`config.mk`:
```
export PLATFORM = sky130hd
export DESIGN_NAME = window_layer_compositor
export DESIGN_NICKNAME = d
export VERILOG_FILES = /design/src/rtl/wlc_pkg.sv /design/src/rtl/window_layer_compositor.sv /design/src/rtl/wlc_ctrl.sv /design/src/rtl/wlc_datapath.sv
export VERILOG_INCLUDE_DIRS = /design/src /design/src/rtl
export SDC_FILE = /design/constraint.sdc
export NUM_CORES = 2
export LEC_CHECK = 0
export ABC_CLOCK_PERIOD_IN_PS = 14600
export BUFFER_PORTS_ARGS = -buffer_cell sky130_fd_sc_hd__buf_2
export CAP_MARGIN = 5
export CORE_MARGIN = 2
export CORE_UTILIZATION = 65
export CTS_CLUSTER_DIAMETER = 100
export DETAILED_ROUTE_END_ITERATION = 10
export PLACE_DENSITY_LB_ADDON = 0.2
export SYNTH_ARGS = -nofsm -noshare
export SYNTH_HDL_FRONTEND = slang
export SYNTH_SLANG_ARGS = --single-unit
```
`constraint.sdc`:
```
create_clock -name clk -period 14.6 [get_ports clk]
set_input_delay 0.73 -clock clk [delete_from_list [all_inputs] [get_ports clk]]
set_output_delay 0.73 -clock clk [all_outputs]
set_load 0.02 [all_outputs]
```
`src/rtl/window_layer_compositor_macros.svh`:
```
// Concurrent assertion helpers shared by the compositor modules.
`ifndef WINDOW_LAYER_COMPOSITOR_MACROS_SVH
`define WINDOW_LAYER_COMPOSITOR_MACROS_SVH

`ifndef SYNTHESIS
`define WLC_ASSERT_IMPL(lbl, clk, rst_n, ante, cons) \
	lbl: assert property (@(posedge clk) disable iff (!rst_n) (ante) |-> (cons)) \
		else $error("wlc assertion failed");
`define WLC_ASSERT_NEXT(lbl, clk, rst_n, ante, cons) \
	lbl: assert property (@(posedge clk) disable iff (!rst_n) (ante) |=> (cons)) \
		else $error("wlc assertion failed");
`else
`define WLC_ASSERT_IMPL(lbl, clk, rst_n, ante, cons)
`define WLC_ASSERT_NEXT(lbl, clk, rst_n, ante, cons)
`endif

`endif

```
`src/rtl/wlc_pkg.sv`:
```
`timescale 1ns / 1ps
package wlc_pkg;

	localparam int MAX_LAYERS_DEF  = 16;
	localparam int CURSOR_EDGE_DEF = 16;

	localparam int COORD_W = 12;
	localparam int SIZE_W  = 11;
	localparam int COLOR_W = 32;
	localparam int FW_W    = 11;
	localparam int FH_W    = 10;
	localparam int SLOT_W  = 4;
	localparam int STAT_W  = 2;
	localparam int CIDX_W  = 2;

	localparam logic [FW_W-1:0]    FRAME_W_RST      = FW_W'(1024);
	localparam logic [FH_W-1:0]    FRAME_H_RST      = FH_W'(768);
	localparam logic [COLOR_W-1:0] BG_COLOR_RST     = '0;
	localparam logic [COLOR_W-1:0] CURSOR_COLOR_RST = COLOR_W'(32'h0000_00FF);
	localparam logic [COORD_W-1:0] CURSOR_X_RST     = COORD_W'(1024 / 2);
	localparam logic [COORD_W-1:0] CURSOR_Y_RST     = COORD_W'(768 / 2);

	localparam logic [STAT_W-1:0] STAT_OK      = 2'd0;
	localparam logic [STAT_W-1:0] STAT_FULL    = 2'd1;
	localparam logic [STAT_W-1:0] STAT_OUTSIDE = 2'd2;

	typedef enum logic [1:0] {
		OP_ADD   = 2'd0,
		OP_MOUSE = 2'd1,
		OP_QUERY = 2'd2,
		OP_NOP   = 2'd3
	} op_t;

	typedef enum logic [CIDX_W-1:0] {
		CFG_FRAME_W      = 2'd0,
		CFG_FRAME_H      = 2'd1,
		CFG_BG_COLOR     = 2'd2,
		CFG_CURSOR_COLOR = 2'd3
	} cfg_reg_t;

	typedef enum logic [2:0] {
		CS_IDLE,
		CS_EXEC,
		CS_READ,
		CS_TEST,
		CS_MOVE,
		CS_DONE
	} ctl_state_t;

	typedef struct packed {
		logic [COORD_W-1:0] left;
		logic [COORD_W-1:0] top;
		logic [SIZE_W-1:0]  width;
		logic [SIZE_W-1:0]  height;
		logic [COLOR_W-1:0] color;
	} rect_t;

	typedef struct packed {
		logic capture;
		logic prep;
		logic append;
		logic set_cursor;
		logic release_grab;
		logic read_grab;
		logic move_write;
		logic scan_init;
		logic scan_dec;
		logic grab_take;
		logic color_take;
		logic emit;
	} wlc_cmd_t;

	typedef struct packed {
		op_t  op;
		logic full;
		logic button;
		logic grab;
		logic frame_out;
		logic cursor_hit;
		logic empty;
		logic hit;
		logic scan_last;
		logic out_busy;
	} wlc_stat_t;

	// Half-open containment test on 14-bit signed coordinates.
	function automatic logic rect_covers(rect_t r, logic [COORD_W-1:0] px,
			logic [COORD_W-1:0] py);
		logic signed [13:0] l;
		logic signed [13:0] t;
		logic signed [13:0] x;
		logic signed [13:0] y;
		logic signed [13:0] rgt;
		logic signed [13:0] bot;
		l   = $signed({{2{r.left[COORD_W-1]}}, r.left});
		t   = $signed({{2{r.top[COORD_W-1]}}, r.top});
		x   = $signed({{2{px[COORD_W-1]}}, px});
		y   = $signed({{2{py[COORD_W-1]}}, py});
		rgt = l + $signed({3'b000, r.width});
		bot = t + $signed({3'b000, r.height});
		return (x >= l) && (x < rgt) && (y >= t) && (y < bot);
	endfunction

endpackage

```
`src/rtl/window_layer_compositor.sv`:
```
`timescale 1ns / 1ps
// Layer compositor: a table of up to MAX_LAYERS solid rectangles, a square
// cursor of CURSOR_EDGE pixels and a mouse drag grab. op 0 appends a
// rectangle, op 1 moves the cursor and grabs, drags or releases, op 2
// returns one pixel's color; each input transaction yields one result
// transaction. Items run one at a time through a controller that walks the
// rectangle memory, one read per entry. Add, no-op, release, off-frame and
// cursor-covered queries skip the walk, a drag reads and rewrites the grabbed
// rectangle, and a grab search or rectangle query examines rectangles from
// the top down until one covers the point (at most the number stored). A
// finished result waits in an output register while the next item is
// accepted. Configuration writes are always ready and take effect on the
// next cycle.
module window_layer_compositor
	import wlc_pkg::*;
#(
	parameter int MAX_LAYERS  = MAX_LAYERS_DEF,
	parameter int CURSOR_EDGE = CURSOR_EDGE_DEF
) (
	input  logic               clk,
	input  logic               arst_n,
	input  logic               in_valid,
	output logic               in_stall,
	input  logic [1:0]         op,
	input  logic [COORD_W-1:0] pos_x,
	input  logic [COORD_W-1:0] pos_y,
	input  logic [SIZE_W-1:0]  size_w,
	input  logic [SIZE_W-1:0]  size_h,
	input  logic [COLOR_W-1:0] color_in,
	input  logic               button,
	output logic               out_valid,
	input  logic               out_stall,
	output logic [COLOR_W-1:0] pixel_color,
	output logic [STAT_W-1:0]  status,
	output logic               grab_held,
	output logic [SLOT_W-1:0]  grab_slot,
	input  logic               cfg_valid,
	output logic               cfg_ready,
	input  logic [CIDX_W-1:0]  cfg_index,
	input  logic [COLOR_W-1:0] cfg_data
);

	wlc_cmd_t  cmd;
	wlc_stat_t stat;

	assign cfg_ready = 1'b1;

	wlc_ctrl u_ctrl (
		.clk      (clk),
		.arst_n   (arst_n),
		.in_valid (in_valid),
		.in_stall (in_stall),
		.stat     (stat),
		.cmd      (cmd)
	);

	wlc_datapath #(
		.MAX_LAYERS  (MAX_LAYERS),
		.CURSOR_EDGE (CURSOR_EDGE)
	) u_datapath (
		.clk         (clk),
		.arst_n      (arst_n),
		.cmd         (cmd),
		.stat        (stat),
		.cfg_we      (cfg_valid && cfg_ready),
		.cfg_index   (cfg_index),
		.cfg_data    (cfg_data),
		.op          (op),
		.pos_x       (pos_x),
		.pos_y       (pos_y),
		.size_w      (size_w),
		.size_h      (size_h),
		.color_in    (color_in),
		.button      (button),
		.out_valid   (out_valid),
		.out_stall   (out_stall),
		.pixel_color (pixel_color),
		.status      (status),
		.grab_held   (grab_held),
		.grab_slot   (grab_slot)
	);

endmodule

```
`src/rtl/wlc_ctrl.sv`:
```
`timescale 1ns / 1ps
`include "window_layer_compositor_macros.svh"
module wlc_ctrl
	import wlc_pkg::*;
(
	input  logic      clk,
	input  logic      arst_n,
	input  logic      in_valid,
	output logic      in_stall,
	input  wlc_stat_t stat,
	output wlc_cmd_t  cmd
);

	ctl_state_t state_q;
	ctl_state_t state_d;

	always_ff @(posedge clk or negedge arst_n) begin
		if (!arst_n) begin
			state_q <= CS_IDLE;
		end else begin
			state_q <= state_d;
		end
	end

	always_comb begin
		state_d  = state_q;
		cmd      = '0;
		in_stall = 1'b1;
		unique case (state_q)
			CS_IDLE: begin
				in_stall = 1'b0;
				if (in_valid) begin
					cmd.capture = 1'b1;
					state_d     = CS_EXEC;
				end
			end
			CS_EXEC: begin
				cmd.prep = 1'b1;
				state_d  = CS_DONE;
				unique case (stat.op)
					OP_ADD: begin
						cmd.append = !stat.full;
					end
					OP_MOUSE: begin
						cmd.set_cursor = 1'b1;
						if (!stat.button) begin
							cmd.release_grab = 1'b1;
						end else if (stat.grab) begin
							cmd.read_grab = 1'b1;
							state_d       = CS_MOVE;
						end else if (!stat.empty) begin
							cmd.scan_init = 1'b1;
							state_d       = CS_READ;
						end
					end
					OP_QUERY: begin
						if (!stat.frame_out && !stat.cursor_hit && !stat.empty) begin
							cmd.scan_init = 1'b1;
							state_d       = CS_READ;
						end
					end
					default: begin
					end
				endcase
			end
			CS_READ: begin
				state_d = CS_TEST;
			end
			CS_TEST: begin
				if (stat.hit) begin
					cmd.grab_take  = (stat.op == OP_MOUSE);
					cmd.color_take = (stat.op == OP_QUERY);
					state_d        = CS_DONE;
				end else if (stat.scan_last) begin
					state_d = CS_DONE;
				end else begin
					cmd.scan_dec = 1'b1;
					state_d      = CS_READ;
				end
			end
			CS_MOVE: begin
				cmd.move_write = 1'b1;
				state_d        = CS_DONE;
			end
			CS_DONE: begin
				// hold until the output register is free
				if (!stat.out_busy) begin
					cmd.emit = 1'b1;
					state_d  = CS_IDLE;
				end
			end
			default: begin
				state_d = CS_IDLE;
			end
		endcase
	end

	`WLC_ASSERT_NEXT(a_accept_exec, clk, arst_n, in_valid && !in_stall, state_q == CS_EXEC)
	`WLC_ASSERT_NEXT(a_hit_done, clk, arst_n, state_q == CS_TEST && stat.hit, state_q == CS_DONE)

endmodule

```
`src/rtl/wlc_datapath.sv`:
```
`timescale 1ns / 1ps
`include "window_layer_compositor_macros.svh"
module wlc_datapath
	import wlc_pkg::*;
#(
	parameter int MAX_LAYERS  = MAX_LAYERS_DEF,
	parameter int CURSOR_EDGE = CURSOR_EDGE_DEF
) (
	input  logic               clk,
	input  logic               arst_n,
	input  wlc_cmd_t           cmd,
	output wlc_stat_t          stat,
	input  logic               cfg_we,
	input  logic [CIDX_W-1:0]  cfg_index,
	input  logic [COLOR_W-1:0] cfg_data,
	input  logic [1:0]         op,
	input  logic [COORD_W-1:0] pos_x,
	input  logic [COORD_W-1:0] pos_y,
	input  logic [SIZE_W-1:0]  size_w,
	input  logic [SIZE_W-1:0]  size_h,
	input  logic [COLOR_W-1:0] color_in,
	input  logic               button,
	output logic               out_valid,
	input  logic               out_stall,
	output logic [COLOR_W-1:0] pixel_color,
	output logic [STAT_W-1:0]  status,
	output logic               grab_held,
	output logic [SLOT_W-1:0]  grab_slot
);

	localparam int CNT_W = $clog2(MAX_LAYERS + 1);
	localparam int IDX_W = (MAX_LAYERS > 1) ? $clog2(MAX_LAYERS) : 1;
	localparam logic signed [13:0] EDGE = 14'(CURSOR_EDGE);

	logic [FW_W-1:0]    frame_w_q;
	logic [FH_W-1:0]    frame_h_q;
	logic [COLOR_W-1:0] bg_color_q;
	logic [COLOR_W-1:0] cursor_color_q;

	op_t                op_q;
	logic [COORD_W-1:0] x_q;
	logic [COORD_W-1:0] y_q;
	logic [SIZE_W-1:0]  w_q;
	logic [SIZE_W-1:0]  h_q;
	logic [COLOR_W-1:0] color_q;
	logic               button_q;

	logic [CNT_W-1:0]   cnt_q;
	logic [COORD_W-1:0] cur_x_q;
	logic [COORD_W-1:0] cur_y_q;
	logic               grab_active_q;
	logic [IDX_W-1:0]   grab_idx_q;
	logic [COORD_W-1:0] off_x_q;
	logic [COORD_W-1:0] off_y_q;
	logic [IDX_W-1:0]   scan_idx_q;

	logic [COLOR_W-1:0] res_color_q;
	logic [STAT_W-1:0]  res_status_q;

	logic               out_valid_q;
	logic [COLOR_W-1:0] out_color_q;
	logic [STAT_W-1:0]  out_status_q;
	logic               out_held_q;
	logic [SLOT_W-1:0]  out_slot_q;

	rect_t              rect_mem_q [MAX_LAYERS];
	rect_t              rd_data_q;
	rect_t              wr_data;
	rect_t              moved;
	logic               wr_en;
	logic [IDX_W-1:0]   wr_addr;
	logic [IDX_W-1:0]   rd_addr;

	logic               frame_out;
	logic               cursor_hit;
	logic signed [13:0] px;
	logic signed [13:0] py;
	logic signed [13:0] cx;
	logic signed [13:0] cy;

	always_ff @(posedge clk or negedge arst_n) begin
		if (!arst_n) begin
			frame_w_q      <= FRAME_W_RST;
			frame_h_q      <= FRAME_H_RST;
			bg_color_q     <= BG_COLOR_RST;
			cursor_color_q <= CURSOR_COLOR_RST;
		end else if (cfg_we) begin
			unique case (cfg_reg_t'(cfg_index))
				CFG_FRAME_W:      frame_w_q      <= cfg_data[FW_W-1:0];
				CFG_FRAME_H:      frame_h_q      <= cfg_data[FH_W-1:0];
				CFG_BG_COLOR:     bg_color_q     <= cfg_data;
				CFG_CURSOR_COLOR: cursor_color_q <= cfg_data;
				default: begin
				end
			endcase
		end
	end

	always_ff @(posedge clk) begin
		if (cmd.capture) begin
			op_q     <= op_t'(op);
			x_q      <= pos_x;
			y_q      <= pos_y;
			w_q      <= size_w;
			h_q      <= size_h;
			color_q  <= color_in;
			button_q <= button;
		end
	end

	assign px = $signed({{2{x_q[COORD_W-1]}}, x_q});
	assign py = $signed({{2{y_q[COORD_W-1]}}, y_q});
	assign cx = $signed({{2{cur_x_q[COORD_W-1]}}, cur_x_q});
	assign cy = $signed({{2{cur_y_q[COORD_W-1]}}, cur_y_q});

	// A non-negative 12-bit coordinate fits in its low 11 bits.
	assign frame_out = x_q[COORD_W-1] || y_q[COORD_W-1] ||
		(x_q[FW_W-1:0] >= frame_w_q) || (y_q[SIZE_W-1:0] >= {1'b0, frame_h_q});
	assign cursor_hit = (px >= cx) && (px < cx + EDGE) && (py >= cy) && (py < cy + EDGE);

	always_comb begin
		moved      = rd_data_q;
		moved.left = x_q - off_x_q;
		moved.top  = y_q - off_y_q;
	end

	assign wr_en   = cmd.append || cmd.move_write;
	assign wr_addr = cmd.append ? cnt_q[IDX_W-1:0] : grab_idx_q;
	assign wr_data = cmd.append ? rect_t'({x_q, y_q, w_q, h_q, color_q}) : moved;
	assign rd_addr = cmd.read_grab ? grab_idx_q : scan_idx_q;

	always_ff @(posedge clk) begin
		if (wr_en) begin
			rect_mem_q[wr_addr] <= wr_data;
		end
		rd_data_q <= rect_mem_q[rd_addr];
	end

	always_ff @(posedge clk or negedge arst_n) begin
		if (!arst_n) begin
			cnt_q         <= '0;
			cur_x_q       <= CURSOR_X_RST;
			cur_y_q       <= CURSOR_Y_RST;
			grab_active_q <= 1'b0;
			grab_idx_q    <= '0;
			off_x_q       <= '0;
			off_y_q       <= '0;
			scan_idx_q    <= '0;
		end else begin
			if (cmd.append) begin
				cnt_q <= cnt_q + CNT_W'(1);
			end
			if (cmd.set_cursor) begin
				cur_x_q <= x_q;
				cur_y_q <= y_q;
			end
			if (cmd.release_grab) begin
				grab_active_q <= 1'b0;
			end else if (cmd.grab_take) begin
				grab_active_q <= 1'b1;
				grab_idx_q    <= scan_idx_q;
				off_x_q       <= x_q - rd_data_q.left;
				off_y_q       <= y_q - rd_data_q.top;
			end
			// scan from the topmost rectangle down
			if (cmd.scan_init) begin
				scan_idx_q <= IDX_W'(cnt_q - CNT_W'(1));
			end else if (cmd.scan_dec) begin
				scan_idx_q <= scan_idx_q - IDX_W'(1);
			end
		end
	end

	always_ff @(posedge clk) begin
		if (cmd.prep) begin
			if (op_q == OP_ADD && stat.full) begin
				res_status_q <= STAT_FULL;
			end else if (op_q == OP_QUERY && frame_out) begin
				res_status_q <= STAT_OUTSIDE;
			end else begin
				res_status_q <= STAT_OK;
			end
			if (op_q == OP_QUERY && !frame_out) begin
				res_color_q <= cursor_hit ? cursor_color_q : bg_color_q;
			end else begin
				res_color_q <= '0;
			end
		end else if (cmd.color_take) begin
			res_color_q <= rd_data_q.color;
		end
	end

	always_ff @(posedge clk or negedge arst_n) begin
		if (!arst_n) begin
			out_valid_q <= 1'b0;
		end else if (cmd.emit) begin
			out_valid_q <= 1'b1;
		end else if (!out_stall) begin
			out_valid_q <= 1'b0;
		end
	end

	always_ff @(posedge clk) begin
		if (cmd.emit) begin
			out_color_q  <= res_color_q;
			out_status_q <= res_status_q;
			out_held_q   <= grab_active_q;
			out_slot_q   <= grab_active_q ? SLOT_W'(grab_idx_q) : '0;
		end
	end

	assign out_valid   = out_valid_q;
	assign pixel_color = out_color_q;
	assign status      = out_status_q;
	assign grab_held   = out_held_q;
	assign grab_slot   = out_slot_q;

	always_comb begin
		stat            = '0;
		stat.op         = op_q;
		stat.full       = (cnt_q == CNT_W'(MAX_LAYERS));
		stat.button     = button_q;
		stat.grab       = grab_active_q;
		stat.frame_out  = frame_out;
		stat.cursor_hit = cursor_hit;
		stat.empty      = (cnt_q == '0);
		stat.hit        = rect_covers(rd_data_q, x_q, y_q);
		stat.scan_last  = (scan_idx_q == '0);
		stat.out_busy   = out_valid_q && out_stall;
	end

	`WLC_ASSERT_IMPL(a_cnt_bound, clk, arst_n, 1'b1, cnt_q <= CNT_W'(MAX_LAYERS))
	`WLC_ASSERT_IMPL(a_grab_in_table, clk, arst_n, grab_active_q, CNT_W'(grab_idx_q) < cnt_q)

endmodule
```
==> Word-level counts from Yosys, hierarchy flattened <==
Memory sizes are Yosys's and may differ from the RTL's. A register that Yosys moved wholly into a read port is not among the register bits.
Cells that the tools add are included.
{ "totals": {"register_bits": 305, "output_inout_bits": 42, "elab_cells": 146, "ram_bits": 1248, "memories": 1} }
{ "mem_list": {"columns": ["memory", "depth", "width", "rd", "rd_clocked_by_memory_dff", "wr", "line", "rtl"], "rows": [
  ["u_datapath.rect_mem_q", 16, 78, 1, 1, 1, "wlc_datapath.sv:66", "rect_t rect_mem_q [MAX_LAYERS];"]
]} }
{ "classes": {"n_addsub": 11, "n_reduce_logical": 34, "n_lt_le_gt_ge": 10, "muxes": 48, "eq_ne": 14, "bitwise": 1} }
{ "op_table": {"columns": ["operator", "count"], "rows": [
  ["$mux W32", 4],
  ["$mux W78", 1],
  ["$lt A12 B13 Y1", 4],
  ["$ge A12 B12 Y1", 4],
  ["$sub A12 B12 Y12", 4],
  ["$mux W3", 10],
  ["$add A12 B12 Y13", 2],
  ["$add A12 B6 Y13 const B", 2],
  ["$mux W1", 23],
  ["$pmux W3 S6", 1],
  ["$mux W4", 4],
  ["$logic_and A1 B1 Y1", 12],
  ["$reduce_and A2 Y1", 6],
  ["$ge A11 B10 Y1", 1],
  ["$ge A11 B11 Y1", 1],
  ["$sub A4 B1 Y4 const B", 2],
  ["$eq A2 B2 Y1 const B", 3],
  ["$eq A3 B2 Y1 const B", 2],
  ["$eq A3 B3 Y1 const B", 2],
  ["$pmux W3 S2", 1],
  ["$reduce_bool A2 Y1", 3],
  ["$add A5 B1 Y5 const B", 1],
  ["$eq A5 B5 Y1 const B", 1],
  ["$logic_not A5 Y1", 1],
  ["13 further kinds", 23]
]} }

==> Logic depth before layout (Yosys ltp) <==
{ "depth": {"depth_word": 12, "depth_mapped": 22, "mapped_depth_nobuf": 20} }

==> Modules after synthesis <==
A second synthesis with hierarchy kept.
{ "hier_totals": {"hier_cells": 3796, "hier_area_um2": 66719.0} }
{ "modules_own_cells": {"columns": ["module", "seq_area_each_um2", "instances", "cells_each", "area_per_inst_um2"], "rows": [
  ["wlc_datapath", 47382.9, 1, 3747, 66354.9],
  ["wlc_ctrl", 75.1, 1, 47, 352.8],
  ["window_layer_compositor", 0.0, 1, 2, 11.3]
]} }

==> Worst setup path after synthesis <==
No wires, ideal clock.
{ "synth_timing": {"path_type": "reg-to-reg", "start": "register u_datapath.moved[32] (netlist name)", "end": "register u_datapath.res_color_q[0], enable pin", "arrival_time_ns": 6.264, "slack_ns": 7.866, "stages_incl_launch_ff": 20, "setup_time_ns": 0.470, "n_path_buf": 0, "period_less_slack_ns": 6.734, "path_cell_list": "dfxtp_1 > ha_1 > fa_1 > a21o_1 > a21oi_1 > o21bai_1 > a21oi_1 > o21ai_0 > a21o_1 > a21oi_1 > o21ai_0 > ha_1 > and4_1 > a222oi_1 > o31ai_1 > a2111oi_0 > nand4b_1 > nor2_1 > nand2_1 > a211oi_1"} }
{ "synth_via": {"elab_chain_cells": 6} }
{ "synth_lines": {"columns": ["element", "line", "rtl"], "rows": [
  ["$add A12 B12 Y13", "wlc_pkg.sv:100", "bot = t + $signed({3'b000, r.height});"],
  ["$lt A12 B13 Y1", "wlc_pkg.sv:101", "return (x >= l) && (x < rgt) && (y >= t) && (y < bot);"],
  ["$logic_and A1 B1 Y1", "wlc_pkg.sv:101", null],
  ["$mux W2", "wlc_ctrl.sv:70", "if (stat.hit) begin"],
  ["$mux W3", "wlc_ctrl.sv:29", "unique case (state_q)"],
  ["$reduce_bool A2 Y1 (no line)", null, null],
  ["to (signal assigned)", "wlc_datapath.sv:184", "res_color_q <= cursor_hit ? cursor_color_q : bg_color_q;"],
  ["to (signal assigned)", "wlc_datapath.sv:189", "res_color_q <= rd_data_q.color;"],
  ["to (decl)", "wlc_datapath.sv:57", "logic [COLOR_W-1:0] res_color_q;"]
]} }
Every way passes these cells.
A chain may end at the register's enable or synchronous reset.

==> Worst setup path in the final report <==
{ "layout_timing": {"start": "register u_ctrl.state_q[2]", "end": "register u_datapath.moved[39] (netlist name)"} }
{ "layout_via": {"elab_chain_cells": 3} }
{ "layout_lines": {"columns": ["element", "line", "rtl"], "rows": [
  ["from (decl)", "wlc_ctrl.sv:14", "ctl_state_t state_q;"],
  ["from (signal assigned)", "wlc_ctrl.sv:21", "state_q <= state_d;"],
  ["$eq A3 B1 Y1", "wlc_ctrl.sv:29", null],
  ["$mux W5", "wlc_ctrl.sv:29", null],
  ["$mux W4", "wlc_datapath.sv:130", "assign rd_addr = cmd.read_grab ? grab_idx_q : scan_idx_q;"]
]} }
Every way passes these cells.

==> metrics.txt <==
# TYPE chip_impl_metric gauge
chip_impl_metric{name="timing_max_transition_violations_final",unit=""} 0
chip_impl_metric{name="grt_pass1_wl",unit="mm"} 229
chip_impl_metric{name="grt_antenna_before_repair",unit=""} 5
chip_impl_metric{name="worst-endpoint-arrival",unit="ps"} 7190
chip_impl_metric{name="grt_start_max_net_pins",unit=""} 157
chip_impl_metric{name="synth-edff-count",unit=""} 1402
chip_impl_info{name="clock_tree_root_driver_cell",value="sky130_fd_sc_hd__clkbuf_16"} 1
chip_impl_metric{name="total_power",unit="mW"} 15.0
chip_impl_metric{name="maxCapViolations",unit=""} 0
chip_impl_metric{name="min_period",unit="ps"} 6610
chip_impl_metric{name="hold_ws",unit="ps"} 22.5
chip_impl_metric{name="dp_hpwl",unit="mm"} 81.5
chip_impl_metric{name="critPathMaxFanout",unit=""} 98
chip_impl_info{name="critical_path_class",value="reg2reg"} 1
chip_impl_metric{name="layout-drive-gt1-share",unit="%"} 21.6
chip_impl_metric{name="n_fill_cell",unit=""} 6006
chip_impl_metric{name="finalNetCount",unit=""} 4370
chip_impl_metric{name="leakagePower",unit="nW"} 25.9
chip_impl_metric{name="buffer_ports.inserted",unit=""} 160
chip_impl_info{name="critPathCaptureType",value="flop"} 1
chip_impl_metric{name="syn2layout_area_growth",unit="%"} 11.6
chip_impl_metric{name="post_synth_num_cell_types",unit=""} 70
chip_impl_metric{name="postRouteWirelength",unit="mm"} 157
chip_impl_metric{name="avgSynthCellArea",unit="sq um"} 17.2
chip_impl_metric{name="first_global_vias",unit=""} 36007
chip_impl_metric{name="timing_hold_violations_final",unit=""} 0
chip_impl_metric{name="fin_setup_tns",unit="ps"} 0
chip_impl_metric{name="achievable-frequency",unit="MHz"} 151
chip_impl_info{name="outcome",value="finished, final reports clean"} 1
chip_impl_info{name="regToRegStartpoint",value="u_ctrl.state_q[2]$_DFFE_PN0P_"} 1
chip_impl_info{name="grt_setup_unrepaired",value="no"} 1
chip_impl_metric{name="track_usage",unit="%"} 30.5
chip_impl_metric{name="hold_buffers",unit=""} 0
chip_impl_metric{name="clk_path_buf_depth",unit=""} 3
chip_impl_metric{name="power.density_cell_area",unit="mW/mm^2"} 202
chip_impl_metric{name="clkSlewWorstSetupHoldPaths",unit="ps"} 60
chip_impl_metric{name="finalCritPeriodShare",unit="%"} 45.3
chip_impl_metric{name="weighted_congestion_reported_at_the_end_of_routability_driven_placement",unit=""} 0.855
chip_impl_metric{name="post_synthesis_cell_area",unit="sq mm"} 0.0666
chip_impl_info{name="critPathLaunchType",value="flop"} 1
chip_impl_info{name="cts_tree",value="done"} 1
chip_impl_metric{name="post-route-drc-count",unit=""} 0
chip_impl_info{name="ys_dominant_reg_cell",value="sky130_fd_sc_hd__edfxtp_1"} 1
chip_impl_metric{name="ir_drop_worst_case_vdd",unit="uV"} 208
chip_impl_metric{name="stdcell_area",unit="sq mm"} 0.0743
chip_impl_info{name="worst_hold_path_class",value="in2async"} 1
chip_impl_metric{name="drtAntennaViolNets",unit=""} 0
chip_impl_metric{name="cts_resized",unit=""} 0
chip_impl_metric{name="worst_slew_margin_rel",unit="%"} 12.8
chip_impl_info{name="worstReg2RegEnd",value="u_datapath.moved[39]$_DFF_P_"} 1
chip_impl_metric{name="timing.reg2reg.setup_slack",unit="ps"} 7990
chip_impl_metric{name="starting_utilization_of_the_core_area",unit="%"} 65.5
chip_impl_metric{name="numCtsBuffers",unit=""} 157
chip_impl_metric{name="report.final.setup_viol",unit=""} 0
chip_impl_metric{name="routed-via-count",unit=""} 36335
chip_impl_metric{name="register_area_share_after_synthesis",unit="%"} 71.3
chip_impl_metric{name="ios",unit=""} 162
chip_impl_metric{name="clkSinkCount",unit=""} 1631
chip_impl_metric{name="die_area",unit="sq mm"} 0.105
chip_impl_metric{name="critPathRequiredTime",unit="ps"} 15180
chip_impl_metric{name="worst_skew_pair.late_latency",unit="ps"} 770
chip_impl_metric{name="yosys_warnings",unit=""} 0
chip_impl_metric{name="max_slew.worst_pin.slew",unit="ps"} 1310
chip_impl_metric{name="globalRoute.totalOverflow",unit=""} 0
chip_impl_metric{name="drt_first_iter_violations",unit=""} 4313
chip_impl_metric{name="finalClockSkew",unit="ps"} 23.5
chip_impl_metric{name="cts_post_setup_buffers_inserted",unit=""} 0
chip_impl_metric{name="placementRows",unit=""} 117
chip_impl_metric{name="cts-htree-levels",unit=""} 4
chip_impl_metric{name="die_span_y",unit="um"} 324
chip_impl_metric{name="core",unit="sq mm"} 0.102
chip_impl_metric{name="postSynthCellCount",unit=""} 3868
chip_impl_metric{name="wire_per_inst",unit="um"} 28.0
chip_impl_metric{name="postSynth.asyncResetShare",unit="%"} 9.26
chip_impl_metric{name="detail_route.vias_per_cell",unit=""} 6.50
chip_impl_metric{name="r2r_cells",unit=""} 14
chip_impl_metric{name="postSynthRegisterBits",unit=""} 1631
chip_impl_metric{name="post_dp_cell_area",unit="sq mm"} 0.0689
chip_impl_metric{name="fp.dieW",unit="um"} 324
chip_impl_metric{name="layout.core_utilization",unit="%"} 73.1
chip_impl_metric{name="synth_fp_nets",unit=""} 4157
chip_impl_metric{name="firstDrtPassIters",unit=""} 6
## how the worst max path moves through the flow
stage                             startpoint                                  end  slack [ps]  cells after the start
4_1_cts        u_ctrl.state_q[2]$_DFFE_PN0P_         u_datapath.moved[37]$_DFF_P_        7860                     14
3_3_place_gp   u_ctrl.state_q[2]$_DFFE_PN0P_     u_datapath.rd_data_q[56]$_DFF_P_        8030                     14
2_1_floorplan   u_datapath.moved[32]$_DFF_P_  u_datapath.res_color_q[0]$_DFFE_PP_        7870                     19
6_report       u_ctrl.state_q[2]$_DFFE_PN0P_         u_datapath.moved[39]$_DFF_P_        7990                     14
3_5_place_dp   u_ctrl.state_q[2]$_DFFE_PN0P_         u_datapath.moved[42]$_DFF_P_        7940                     14
5_1_grt        u_ctrl.state_q[2]$_DFFE_PN0P_         u_datapath.moved[42]$_DFF_P_        7340                     14
## state kept, by name (all words and copies together), names as in the netlist, 24 cells and up
register / flops
u_datapath.rd_data_q: 24
u_datapath.rect_mem_q: 1248
u_datapath.res_color_q: 32
u_datapath.color_q: 32
u_datapath.pixel_color: 32
u_datapath.bg_color_q: 32
u_datapath.moved: 54
u_datapath.cursor_color_q: 32
## area by class of cell
type,instances,area [sq um],area share [%]
diodes,3,7.51,0.0101
clock buffers,217,4320,5.82
clock inverters,78,1010,1.35
inverters,121,457,0.615
multi-input cells,1942,18000,24.2
flip-flops and latches,1631,47500,63.9
well taps,1368,1710,2.30
repair buffers,228,1390,1.87
## placed cells by master (no fill, tap or decap), types with 8 or more instances in the layout
cell / Yosys / layout
sky130_fd_sc_hd__dfstp_2: 14 / 14
sky130_fd_sc_hd__clkbuf_1: 94 / 43
sky130_fd_sc_hd__clkinv_2: 0 / 20
sky130_fd_sc_hd__dfxtp_1: 78 / 78
sky130_fd_sc_hd__xor2_1: 21 / 21
sky130_fd_sc_hd__a21oi_1: 65 / 65
sky130_fd_sc_hd__nor4_1: 11 / 11
sky130_fd_sc_hd__mux2i_1: 44 / 42
sky130_fd_sc_hd__nor2_4: 0 / 18
sky130_fd_sc_hd__nand2_1: 474 / 474
sky130_fd_sc_hd__or3_1: 8 / 8
sky130_fd_sc_hd__o21ai_0: 134 / 134
sky130_fd_sc_hd__clkinvlp_4: 0 / 8
sky130_fd_sc_hd__clkbuf_8: 0 / 18
sky130_fd_sc_hd__nand3_1: 27 / 25
sky130_fd_sc_hd__nor2b_1: 20 / 20
sky130_fd_sc_hd__dfrtp_1: 137 / 137
sky130_fd_sc_hd__bufinv_16: 0 / 16
sky130_fd_sc_hd__nor3_1: 27 / 26
sky130_fd_sc_hd__xnor2_1: 36 / 36
sky130_fd_sc_hd__edfxtp_1: 1402 / 1402
sky130_fd_sc_hd__and2_1: 82 / 82
sky130_fd_sc_hd__a21o_1: 21 / 21
sky130_fd_sc_hd__a211oi_1: 91 / 90
sky130_fd_sc_hd__nor2_1: 72 / 54
sky130_fd_sc_hd__o211ai_1: 11 / 11
sky130_fd_sc_hd__a31oi_1: 84 / 84
sky130_fd_sc_hd__buf_4: 13 / 62
sky130_fd_sc_hd__mux2_2: 79 / 78
sky130_fd_sc_hd__clkbuf_16: 0 / 157
sky130_fd_sc_hd__nand4_1: 14 / 14
sky130_fd_sc_hd__buf_2: 35 / 159
sky130_fd_sc_hd__nand2b_1: 21 / 21
sky130_fd_sc_hd__mux4_2: 312 / 312
sky130_fd_sc_hd__o21a_1: 18 / 18
sky130_fd_sc_hd__ha_1: 163 / 163
sky130_fd_sc_hd__inv_1: 120 / 120
sky130_fd_sc_hd__clkinv_1: 0 / 15
sky130_fd_sc_hd__o31ai_1: 21 / 19
## layer usage
layer / routed length, um / vias to the layer above / track usage, %
li1: - / 15513 / -
met1: 60600 / 18502 / 42.5
met2: 73300 / 2001 / 47.0
met3: 18100 / 315 / 8.78
met4: 4710 / 4 / 10.1
met5: 27 / - / 0
## cells in the mapped netlist (16+ instances only)
cell type	instances	area, sq um
sky130_fd_sc_hd__mux2i_1	44	440
sky130_fd_sc_hd__and2_1	82	513
sky130_fd_sc_hd__nand3_1	27	135
sky130_fd_sc_hd__xor2_1	21	184
sky130_fd_sc_hd__xnor2_1	36	315
sky130_fd_sc_hd__a21oi_1	65	325
sky130_fd_sc_hd__clkbuf_1	94	353
sky130_fd_sc_hd__inv_1	120	450
sky130_fd_sc_hd__nand2b_1	21	131
sky130_fd_sc_hd__nor2_1	72	270
sky130_fd_sc_hd__a21o_1	21	158
sky130_fd_sc_hd__nand2_1	474	1780
sky130_fd_sc_hd__a31oi_1	84	526
sky130_fd_sc_hd__buf_2	35	175
sky130_fd_sc_hd__edfxtp_1	1402	42100
sky130_fd_sc_hd__dfrtp_1	137	3430
sky130_fd_sc_hd__o21ai_0	134	671
sky130_fd_sc_hd__o31ai_1	21	158
sky130_fd_sc_hd__nor2b_1	20	125
sky130_fd_sc_hd__o21a_1	18	135
sky130_fd_sc_hd__buf_6	16	180
sky130_fd_sc_hd__mux2_2	79	890
sky130_fd_sc_hd__nor3_1	27	135
sky130_fd_sc_hd__a211oi_1	91	683
sky130_fd_sc_hd__mux4_2	312	7030
sky130_fd_sc_hd__dfxtp_1	78	1560
sky130_fd_sc_hd__ha_1	163	2040
## worst max-delay path, cell delays in order (launching register included)
cell                       delay [ps]
sky130_fd_sc_hd__dfrtp_1          470
sky130_fd_sc_hd__nor2_2           200
sky130_fd_sc_hd__nand2_2          450
sky130_fd_sc_hd__inv_4            290
sky130_fd_sc_hd__and2_1           150
sky130_fd_sc_hd__buf_4            350
sky130_fd_sc_hd__and3_1           600
sky130_fd_sc_hd__mux2i_4          350
sky130_fd_sc_hd__buf_12           580
sky130_fd_sc_hd__buf_4            860
sky130_fd_sc_hd__buf_4            790
sky130_fd_sc_hd__mux4_2           580
sky130_fd_sc_hd__and2_1           170
sky130_fd_sc_hd__a211oi_1         230
sky130_fd_sc_hd__a31oi_1           90
## power by group
group,switching (mW),leakage (nW),internal (mW)
combinational,2.57,8.13,1.68
clock,1.76,2.58,2.39
sequential,0.426,15.2,6.21
## per-stage QoR
stage / cells / worst slack (ps)
floorplan: 3868 / 7870
global placement: 5288 / 8030
detailed placement: 5288 / 7940
CTS: 5583 / 7860
global route: 5588 / 7340
finish: 5588 / 7990
## logic make-up after synthesis
logic type | after synthesis | share of synthesized area, %
muxes | 437 | 12.6
AOI/OAI and AO/OA | 488 | 4.67
buffers and inverters | 295 | 2.09
DFF | 1631 | 71.3
other | 1 | 0.00563
xor gates and xnor gates | 57 | 0.750
and+or+nand+nor | 790 | 5.33
adders and majority gates | 169 | 3.24
No activity file was read; power rests on OpenSTA's default activity.
